### src/design/apdec_pkg.sv
// Shared types and constants of the allpass decimate-by-two block.
// Used by apdec_ctrl, apdec_dp and the top level; depends on nothing.
package apdec_pkg;

    localparam int SAMPLE_W = 16;
    localparam int ACC_W    = 32;
    localparam int COEF_W   = 16;
    localparam int SEL_W    = 3;
    localparam int STEP_W   = 3;

    // section select: {branch, stage}; branch 0 = lower (even), 1 = upper (odd)
    localparam logic [SEL_W-1:0] SEL_L0 = 3'b000;
    localparam logic [SEL_W-1:0] SEL_L1 = 3'b001;
    localparam logic [SEL_W-1:0] SEL_L2 = 3'b010;
    localparam logic [SEL_W-1:0] SEL_U0 = 3'b100;
    localparam logic [SEL_W-1:0] SEL_U1 = 3'b101;
    localparam logic [SEL_W-1:0] SEL_U2 = 3'b110;

    localparam logic [1:0] STAGE_LAST = 2'd2;

    localparam logic [ACC_W-1:0]    ROUND_ADD = 32'd1024;
    localparam int                  OUT_SHIFT = 11;
    localparam logic [SAMPLE_W-1:0] SAT_MAX   = 16'h7FFF;
    localparam logic [SAMPLE_W-1:0] SAT_MIN   = 16'h8000;

    // last sequencer step; mul runs on steps 0..LAST-1, add on 1..LAST
    localparam logic [STEP_W-1:0] STEP_LAST = 3'd6;

    typedef struct packed {
        logic             load;
        logic             mul_en;
        logic [SEL_W-1:0] mul_sel;
        logic             add_en;
        logic [SEL_W-1:0] add_sel;
        logic             out_load;
    } apdec_cmd_t;

    function automatic logic [COEF_W-1:0] coef_of(input logic [SEL_W-1:0] sel);
        logic [COEF_W-1:0] c;
        case (sel)
            SEL_L0:  c = 16'd12199;
            SEL_L1:  c = 16'd37471;
            SEL_L2:  c = 16'd60255;
            SEL_U0:  c = 16'd3284;
            SEL_U1:  c = 16'd24441;
            SEL_U2:  c = 16'd49528;
            default: c = '0;
        endcase
        return c;
    endfunction

endpackage

### src/design/apdec_ctrl.sv
// Sequencer for the allpass decimator: accepts a pair, steps the shared
// multiplier schedule, loads the output register. Depends on apdec_pkg.
module apdec_ctrl
    import apdec_pkg::*;
(
    input  logic       clk,
    input  logic       rst_n,
    input  logic       in_valid,
    output logic       in_ready,
    output logic       out_valid,
    input  logic       out_ready,
    output apdec_cmd_t cmd
);

    localparam logic [1:0] S_IDLE = 2'd0;
    localparam logic [1:0] S_RUN  = 2'd1;
    localparam logic [1:0] S_FIN  = 2'd2;

    logic [1:0]        state_reg, state_next;
    logic [STEP_W-1:0] step_reg, step_next;
    logic              out_valid_reg, out_valid_next;
    logic [STEP_W-1:0] add_step;
    logic              accept;
    logic              out_free;

    assign in_ready  = (state_reg == S_IDLE);
    assign out_valid = out_valid_reg;
    assign accept    = in_valid && in_ready;
    assign out_free  = !out_valid_reg || out_ready;
    assign add_step  = step_reg - 3'd1;

    always_comb
    begin
        state_next   = state_reg;
        step_next    = step_reg;
        cmd          = '0;
        cmd.mul_sel  = {step_reg[0], step_reg[2:1]};
        cmd.add_sel  = {add_step[0], add_step[2:1]};
        case (state_reg)
            S_IDLE:
            begin
                if (accept)
                begin
                    cmd.load   = 1'b1;
                    state_next = S_RUN;
                    step_next  = '0;
                end
            end
            S_RUN:
            begin
                cmd.mul_en = (step_reg != STEP_LAST);
                cmd.add_en = (step_reg != '0);
                if (step_reg == STEP_LAST)
                begin
                    state_next = S_FIN;
                end
                else
                begin
                    step_next = step_reg + 3'd1;
                end
            end
            S_FIN:
            begin
                if (out_free)
                begin
                    cmd.out_load = 1'b1;
                    state_next   = S_IDLE;
                end
            end
            default:
            begin
                state_next = S_IDLE;
            end
        endcase
    end

    always_comb
    begin
        if (cmd.out_load)
        begin
            out_valid_next = 1'b1;
        end
        else if (out_ready)
        begin
            out_valid_next = 1'b0;
        end
        else
        begin
            out_valid_next = out_valid_reg;
        end
    end

    always_ff @(posedge clk or negedge rst_n)
    begin
        if (!rst_n)
        begin
            state_reg     <= S_IDLE;
            step_reg      <= '0;
            out_valid_reg <= 1'b0;
        end
        else
        begin
            state_reg     <= state_next;
            step_reg      <= step_next;
            out_valid_reg <= out_valid_next;
        end
    end

    // a request starts the schedule at step zero
    a_start: assert property (@(posedge clk) disable iff (!rst_n)
        accept |=> (state_reg == S_RUN) && (step_reg == '0))
        else $error("schedule did not start after request");

    // the last step hands over to output
    a_finish: assert property (@(posedge clk) disable iff (!rst_n)
        (state_reg == S_RUN) && (step_reg == STEP_LAST) |=> (state_reg == S_FIN))
        else $error("schedule did not finish");

    // output register is never overwritten while its result is unread
    a_no_overwrite: assert property (@(posedge clk) disable iff (!rst_n)
        cmd.out_load |-> (!out_valid_reg || out_ready))
        else $error("pending result overwritten");

    // no new pair is taken while a pair is being worked on
    a_busy: assert property (@(posedge clk) disable iff (!rst_n)
        ((state_reg == S_RUN) || (state_reg == S_FIN)) |-> !in_ready)
        else $error("ready while busy");

endmodule

### src/design/apdec_dp.sv
// Datapath of the allpass decimator: eight filter memories, one shared
// 32x16 multiplier, output rounding and saturation. Depends on apdec_pkg.
module apdec_dp
    import apdec_pkg::*;
(
    input  logic                clk,
    input  logic                rst_n,
    input  apdec_cmd_t          cmd,
    input  logic [SAMPLE_W-1:0] in_even,
    input  logic [SAMPLE_W-1:0] in_odd,
    input  logic                in_last,
    output logic [SAMPLE_W-1:0] out_sample,
    output logic                out_last
);

    logic [ACC_W-1:0] m_reg [8];
    logic [ACC_W-1:0] m_next [8];
    logic [ACC_W-1:0] cur_lo_reg, cur_lo_next;
    logic [ACC_W-1:0] cur_hi_reg, cur_hi_next;
    logic [ACC_W-1:0] prod_reg, prod_next;
    logic             last_reg, last_next;
    logic [SAMPLE_W-1:0] out_sample_reg, out_sample_next;
    logic                out_last_reg, out_last_next;

    logic [ACC_W-1:0]        mul_sub;
    logic [ACC_W-1:0]        mul_cur;
    logic signed [ACC_W-1:0] diff;
    logic signed [48:0]      prod_full;
    logic [ACC_W-1:0]        add_prev;
    logic [ACC_W-1:0]        add_sum;
    logic [ACC_W-1:0]        add_cur;
    logic [2:0]              add_idx;
    logic [ACC_W-1:0]        out_sum;
    logic [20:0]             out_shift;

    // operands of the multiply: section input minus the next stage memory
    always_comb
    begin
        case (cmd.mul_sel)
            SEL_L0:  mul_sub = m_reg[1];
            SEL_L1:  mul_sub = m_reg[2];
            SEL_L2:  mul_sub = m_reg[3];
            SEL_U0:  mul_sub = m_reg[5];
            SEL_U1:  mul_sub = m_reg[6];
            SEL_U2:  mul_sub = m_reg[7];
            default: mul_sub = '0;
        endcase
        case (cmd.add_sel)
            SEL_L0:  add_prev = m_reg[0];
            SEL_L1:  add_prev = m_reg[1];
            SEL_L2:  add_prev = m_reg[2];
            SEL_U0:  add_prev = m_reg[4];
            SEL_U1:  add_prev = m_reg[5];
            SEL_U2:  add_prev = m_reg[6];
            default: add_prev = '0;
        endcase
    end

    assign mul_cur   = cmd.mul_sel[2] ? cur_hi_reg : cur_lo_reg;
    assign diff      = $signed(mul_cur - mul_sub);
    assign prod_full = diff * $signed({1'b0, coef_of(cmd.mul_sel)});
    // floor(p / 65536), kept to 32 bits
    assign prod_next = cmd.mul_en ? prod_full[47:16] : prod_reg;

    assign add_sum = add_prev + prod_reg;
    assign add_cur = cmd.add_sel[2] ? cur_hi_reg : cur_lo_reg;
    assign add_idx = cmd.add_sel;

    always_comb
    begin
        for (int i = 0; i < 8; i++)
        begin
            m_next[i] = m_reg[i];
        end
        cur_lo_next = cur_lo_reg;
        cur_hi_next = cur_hi_reg;
        last_next   = last_reg;
        if (cmd.load)
        begin
            cur_lo_next = {{6{in_even[SAMPLE_W-1]}}, in_even, 10'b0};
            cur_hi_next = {{6{in_odd[SAMPLE_W-1]}}, in_odd, 10'b0};
            last_next   = in_last;
        end
        if (cmd.add_en)
        begin
            for (int i = 0; i < 8; i++)
            begin
                if (3'(i) == add_idx)
                begin
                    m_next[i] = add_cur;
                end
                // last stage writes the branch output memory
                if ((add_idx[1:0] == STAGE_LAST) && (3'(i) == {add_idx[2], 2'd3}))
                begin
                    m_next[i] = add_sum;
                end
            end
            if (add_idx[1:0] != STAGE_LAST)
            begin
                if (add_idx[2])
                begin
                    cur_hi_next = add_sum;
                end
                else
                begin
                    cur_lo_next = add_sum;
                end
            end
        end
    end

    // branch sum, round, shift, saturate
    assign out_sum   = m_reg[3] + m_reg[7] + ROUND_ADD;
    assign out_shift = out_sum[ACC_W-1:OUT_SHIFT];

    always_comb
    begin
        out_sample_next = out_sample_reg;
        out_last_next   = out_last_reg;
        if (cmd.out_load)
        begin
            out_last_next = last_reg;
            if ((out_shift[20:15] == 6'b000000) || (out_shift[20:15] == 6'b111111))
            begin
                out_sample_next = out_shift[15:0];
            end
            else if (out_shift[20])
            begin
                out_sample_next = SAT_MIN;
            end
            else
            begin
                out_sample_next = SAT_MAX;
            end
        end
    end

    always_ff @(posedge clk or negedge rst_n)
    begin
        if (!rst_n)
        begin
            for (int i = 0; i < 8; i++)
            begin
                m_reg[i] <= '0;
            end
        end
        else
        begin
            for (int i = 0; i < 8; i++)
            begin
                m_reg[i] <= m_next[i];
            end
        end
    end

    always_ff @(posedge clk)
    begin
        cur_lo_reg     <= cur_lo_next;
        cur_hi_reg     <= cur_hi_next;
        prod_reg       <= prod_next;
        last_reg       <= last_next;
        out_sample_reg <= out_sample_next;
        out_last_reg   <= out_last_next;
    end

    assign out_sample = out_sample_reg;
    assign out_last   = out_last_reg;

endmodule

### src/design/allpass_decimate_by_two.sv
// Top level of the allpass half-band decimator by two.
// Instantiates apdec_ctrl and apdec_dp; depends on apdec_pkg.
//
// Usage:
//   s_axis carries one sample pair per request: tdata[15:0] is the even
//   sample (lower branch), tdata[31:16] the odd sample (upper branch),
//   tlast marks the last pair of a buffer and is copied to m_axis_tlast.
//   m_axis carries one decimated, saturated sample per pair in tdata[15:0].
// Timing:
//   A pair is accepted in the idle state, runs the multiply/add schedule
//   and is loaded into the output register, then the next pair is ready.
//   The six allpass sections share one 32x16 multiplier; lower and upper
//   branch sections are interleaved so each product is added one cycle
//   after it is formed.
// Reset:
//   rst_n clears all eight filter memories to zero, the sequencer to idle
//   and the output valid flag.
// Stall:
//   A finished result waits in the output register; the next pair is still
//   accepted and worked on, and only its final load waits for the output
//   register to drain.
module allpass_decimate_by_two
    import apdec_pkg::*;
(
    input  logic        clk,
    input  logic        rst_n,
    input  logic        s_axis_tvalid,
    output logic        s_axis_tready,
    input  logic [31:0] s_axis_tdata,   // [15:0] sample_even, [31:16] sample_odd
    input  logic        s_axis_tlast,   // block_end
    output logic        m_axis_tvalid,
    input  logic        m_axis_tready,
    output logic [15:0] m_axis_tdata,   // [15:0] sample_out
    output logic        m_axis_tlast    // block_end_out
);

    apdec_cmd_t cmd;

    apdec_ctrl u_ctrl (
        .clk       (clk),
        .rst_n     (rst_n),
        .in_valid  (s_axis_tvalid),
        .in_ready  (s_axis_tready),
        .out_valid (m_axis_tvalid),
        .out_ready (m_axis_tready),
        .cmd       (cmd)
    );

    apdec_dp u_dp (
        .clk        (clk),
        .rst_n      (rst_n),
        .cmd        (cmd),
        .in_even    (s_axis_tdata[15:0]),
        .in_odd     (s_axis_tdata[31:16]),
        .in_last    (s_axis_tlast),
        .out_sample (m_axis_tdata),
        .out_last   (m_axis_tlast)
    );

endmodule
### config.mk
export PLATFORM = sky130hd
export DESIGN_NAME = allpass_decimate_by_two
export DESIGN_NICKNAME = d
export VERILOG_FILES = /design/src/design/apdec_pkg.sv /design/src/design/apdec_ctrl.sv /design/src/design/apdec_dp.sv /design/src/design/allpass_decimate_by_two.sv
export SDC_FILE = /design/constraint.sdc
export NUM_CORES = 2
export LEC_CHECK = 0
export BUFFER_PORTS_ARGS = -buffer_cell sky130_fd_sc_hd__clkbuf_2
export CORE_ASPECT_RATIO = 0.5
export CORE_UTILIZATION = 40
export DETAILED_ROUTE_END_ITERATION = 8
export PLACE_DENSITY = 0.52
export SLEW_MARGIN = 20
export SYNTH_ARGS = -nofsm -noshare
export SYNTH_HDL_FRONTEND = slang
export SYNTH_SLANG_ARGS = --single-unit
### constraint.sdc
create_clock -name clk -period 14.3 [get_ports clk]
set_input_delay 2.145 -clock clk [delete_from_list [all_inputs] [get_ports clk]]
set_output_delay 2.145 -clock clk [all_outputs]
set_load 0.02 [all_outputs]
Word level (Yosys, flattened, before mapping)
Index checks and enable logic that the tools add are counted.
- flip-flop bits (word level): 376
- input port bits: 37
- logic and storage cells: 112
- reductions and logical operators: 25
- add/sub/neg operators: 6
- multipliers: 1
- equal/unequal tests: 28
- bitwise gates (word level): 1
- muxes and demuxes: 34
- operators with widths (operator ; number):
    $mux W32 ; 14
    $pmux W32 S6 ; 2
    $pmux W16 S6 ; 1
    $add A32 B32 Y32 ; 2
    $mul A32 B17 Y48 ; 1
    $add A32 B11 Y32 const B ; 1
    $mux W16 ; 2
    $sub A32 B32 Y32 ; 1
    $eq A3 B3 Y1 const B ; 7
    $reduce_and A2 Y1 ; 8
    $eq A3 B3 Y1 const A ; 4
    $mux W1 ; 8
    $reduce_bool A2 Y1 ; 4
    $eq A2 B3 Y1 const A ; 2
    $eq A3 B1 Y1 const B ; 2
    $eq A3 B2 Y1 const B ; 2
    $eq A6 B6 Y1 const B ; 1
    $logic_not A3 Y1 ; 2
    $logic_not A6 Y1 ; 1
    $mux W2 ; 3
    $mux W3 ; 2
    $ne A2 B2 Y1 const B ; 3
    $pmux W2 S3 ; 1
    $pmux W3 S2 ; 1
    14 further kinds ; 20

Depth between registers and ports, before layout
- depth after elaboration: 8
- gate-level depth with buffers: 44

Hierarchy
A second synthesis with hierarchy kept.
- cell total of the unflattened synthesis: 4278
- area, all modules: 38673.3 um2
- modules (own cells, without submodules) (module ; times used ; cells an instance ; area an instance (um2)):
    apdec_dp ; 1 ; 4242 ; 38293.0
    apdec_ctrl ; 1 ; 36 ; 380.4

Least setup slack after synthesis
Ideal clock, no wire load.
- path kind: register to register
- from: register u_ctrl.step_reg[0]
- to: register u_dp.prod_reg[27], data pin
- cell stages (with the launch flop): 39
- data arrival time: 10.312 ns
- data required time: 14.038 ns
- slack: 3.726 ns
- path through: dfrtp_1 -> clkbuf_1 -> clkbuf_1 -> clkbuf_1 -> buf_1 -> clkbuf_1 -> mux2_2 -> ha_1 -> nor2b_1 -> o21ai_1 -> a21oi_2 -> o31ai_4 -> o21bai_2 -> a221o_1 -> buf_2 -> a2111oi_4 -> o31ai_1 -> xor2_1 -> [... 3 more ...] -> fa_1 -> inv_1 -> fa_1 -> fa_1 -> inv_1 -> fa_1 -> inv_1 -> ha_1 -> a41oi_1 -> o21ai_0 -> a21oi_1 -> o21ai_0 -> a21oi_1 -> o21ai_0 -> a41o_1 -> o22ai_1 -> o21bai_1 -> xor2_1
- cells in the longest elaborated chain, start to end: 4
- elaborated cells on any way between the ends: 11
- classes of those cells: add/sub: 1; mul: 1; eq/ne: 5; mux: 3; reduce/logical: 1
- RTL lines (what ; RTL line ; source):
    start, declared ; apdec_ctrl.sv:20 ; logic [STEP_W-1:0] step_reg, step_next;
    start signal, assigned ; apdec_ctrl.sv:104 ; step_reg <= step_next;
    $eq A3 B3 Y1 (tied with other cells) ; apdec_pkg.sv:40, apdec_dp.sv:39 ;
    $pmux W32 S6 ; apdec_dp.sv:39 ; case (cmd.mul_sel)
    $sub A32 B32 Y32 ; apdec_dp.sv:60 ; assign diff = $signed(mul_cur - mul_sub);
    $mul A32 B17 Y48 (*) ; apdec_dp.sv:61 ; assign prod_full = diff * $signed({1'b0, coef_of(cmd.mul_sel)});
    named net u_dp.prod_full[43] ; apdec_dp.sv:28 ; logic signed [48:0] prod_full;
    end signal, assigned ; apdec_dp.sv:160 ; prod_reg <= prod_next;
    end, declared ; apdec_dp.sv:20 ; logic [ACC_W-1:0] prod_reg, prod_next;
Mark *: on every way through the listed nets, which the timed path passes. The rest lies on a longest branch.
A chain may end at the register's enable or synchronous reset.

Worst setup path in the final report
Same ends and word-level chain as after synthesis.

==> flow_summary.yaml <==
clocking:
  cts.clk_slew.worst_paths_ns: 0.06
  numCtsBuffers: 43
  cts_buffer_depth: 3
  cts_setup_buffers: 0
  h-tree-depth: 2
  cts_resized: 0
  clkLatencyLatePin_ns: 0.62
  cts-root-buf: "clkbuf_16"
  cts.sinks: 376
  cts_hold_buf: 0
  cts_tree: "built"
synth:
  ys_warn_count: 0
  syn_nets: 5077
  async_reset_ff_frac: 0.697
  synth_edf_count: 50
  synth.distinct_cells: 83
  ys_ff_latch: 376
  yosysSeqAreaShare: 0.242
  synth_ff_type: "dfrtp_1"
  synth_area_sq_um: 38600
  syn_inst: 4319
  syn-mean-instance-area_sq_um: 8.93
die:
  core_area_sq_um: 95400
  die_y_um: 222
  initial_core_util: 0.404
  die_w_um: 441
  pin_count: 56
  fp.dieArea_sq_um: 97700
  row_count: 80
sta:
  fmax_ghz: 0.0818
  drv_slew: 0
  period_share: 0.855
  finalSetupViolCount: 0
  finalHoldViolations: 0
  min_period_ns: 12.22
  slew_headroom: 0.150
  grt_setup_unrepaired: "no"
  timing.hold.ws_ns: 0.427
  skew_ns: 0.0304
  tns_ns: 0
  worst_pin_slew_ns: 1.27
detailed_routing:
  ant_nets: 0
  wl_per_cell_um: 24.9
  first_iter_violations: 3574
  routed_wl_um: 140000
  first_pass_iters: 7
  drc: 0
  vias: 31814
  via_per_inst: 5.66
critical_path:
  cp.arrival_ns: 12.57
  required_ns: 14.65
  cp-end-kind: "flop"
  slowest_delay_ns: 1.00
  crit_top_cell: "fa_1"
  path_class: "reg2reg"
  start_kind: "flop"
  cpMaxStageDelayCell: "dfrtp_4"
  worstPathMaxFanout: 50
global_routing:
  grt_start_max_net_pins: 180
  grt_overflow: 0
  grt_usage: 0.288
  grt_pass1_vias: 31806
  grt_pass1_wl_um: 209000
  antenna_found_initial: 5
placement:
  place_hpwl_um: 104000
  gp_congestion: 0.963
  port_buffers: 55
layout:
  drive_gt1_frac: 0.0799
  area_growth_pct: 9.31
  fin_util: 0.442
  nets: 5066
  largest_reg_flops: 256
run:
  drv_cap: 0
min_path:
  hold_path.class: "reg2reg"
run_status:
  outcome: "completed"
cells by family after synthesis:
family,share of synthesized area
and+or+nand+nor,0.135
AOI/OAI and AO/OA,0.152
buffers and inverters,0.0768
adders and majority gates,0.328
DFF,0.242
xor gates and xnor gates,0.0310
muxes,0.0352
cell type report:
class / count / area (sq um)
Antenna cell: 2 / 5.00
Inverter: 578 / 2170
Tap cell: 1271 / 1590
Multi-Input combinational cell: 3158 / 26500
Clock inverter: 24 / 334
Fill cell: 9370 / 53200
Sequential cell: 376 / 9340
Clock buffer: 56 / 1220
Timing Repair Buffer: 151 / 1040
critical path, delay by kind of cell, from the launching register on:
kind,cells,cell delay (ns)
simple gates,5,1.67
compound gates,14,3.77
xor+xnor,2,0.79
buf+inv,5,0.59
fa+ha+maj,9,4.09
flops,1,1.00
layer usage:
metal | global-route usage | vias up | wire length [um]
li1 | - | 14191 | -
met1 | 0.451 | 16035 | 65900
met2 | 0.403 | 1422 | 56800
met3 | 0.0617 | 166 | 14100
met4 | 0.0598 | 0 | 2810
met5 | 0 | - | 0
final timing paths:
kind                                      to  depth (start not counted)          startpoint  slack [ns]
hold / removal                 u_dp.out_last                          0       u_dp.last_reg        0.43
setup reg to reg           u_dp.prod_reg[27]                         35  u_ctrl.step_reg[0]        2.08
hold reg to reg                u_dp.out_last                          0       u_dp.last_reg        0.43
min in group asynchronous    u_dp.m_reg[141]                          1               rst_n        1.55
max in group asynchronous     u_dp.m_reg[55]                          3               rst_n       11.28
setup / recovery           u_dp.prod_reg[27]                         35  u_ctrl.step_reg[0]        2.08
through the flow:
step	cells	setup WS [ns]	cell area [sq um]
after detailed placement	5531	2.33	40500
after global routing	5614	1.57	42200
final	5616	2.08	42200
after CTS	5611	2.26	42100
after floorplan	4319	3.73	38600
after global placement	5531	2.50	40500
layout by cell type, fill, tap and decap left out, types with 64 or more instances in the layout:
cell,n
dfrtp_1,261
a21oi_1,268
fa_1,484
o21ai_0,254
inv_1,576
nor2_1,461
mux2i_1,90
dfxtp_1,64
ha_1,236
xnor2_1,82
a22oi_1,83
nand2_1,526
buf_4,92
cells in the mapped netlist, types with 50 or more instances:
cell | n | area [sq um]
dfrtp_1 | 262 | 6560
clkbuf_1 | 181 | 679
nand2_1 | 529 | 1990
dfxtp_1 | 64 | 1280
o21ai_0 | 258 | 1290
fa_1 | 484 | 9690
a21o_1 | 62 | 465
ha_1 | 237 | 2970
inv_1 | 577 | 2170
xnor2_1 | 83 | 727
a22oi_1 | 83 | 623
edfxtp_1 | 50 | 1500
a21oi_1 | 272 | 1360
mux2i_1 | 93 | 931
nor2_1 | 473 | 1780
Power is left out: the tool's default activity adds up to more than one toggle a clock period on the data nets, which glitch-free logic cannot reach.
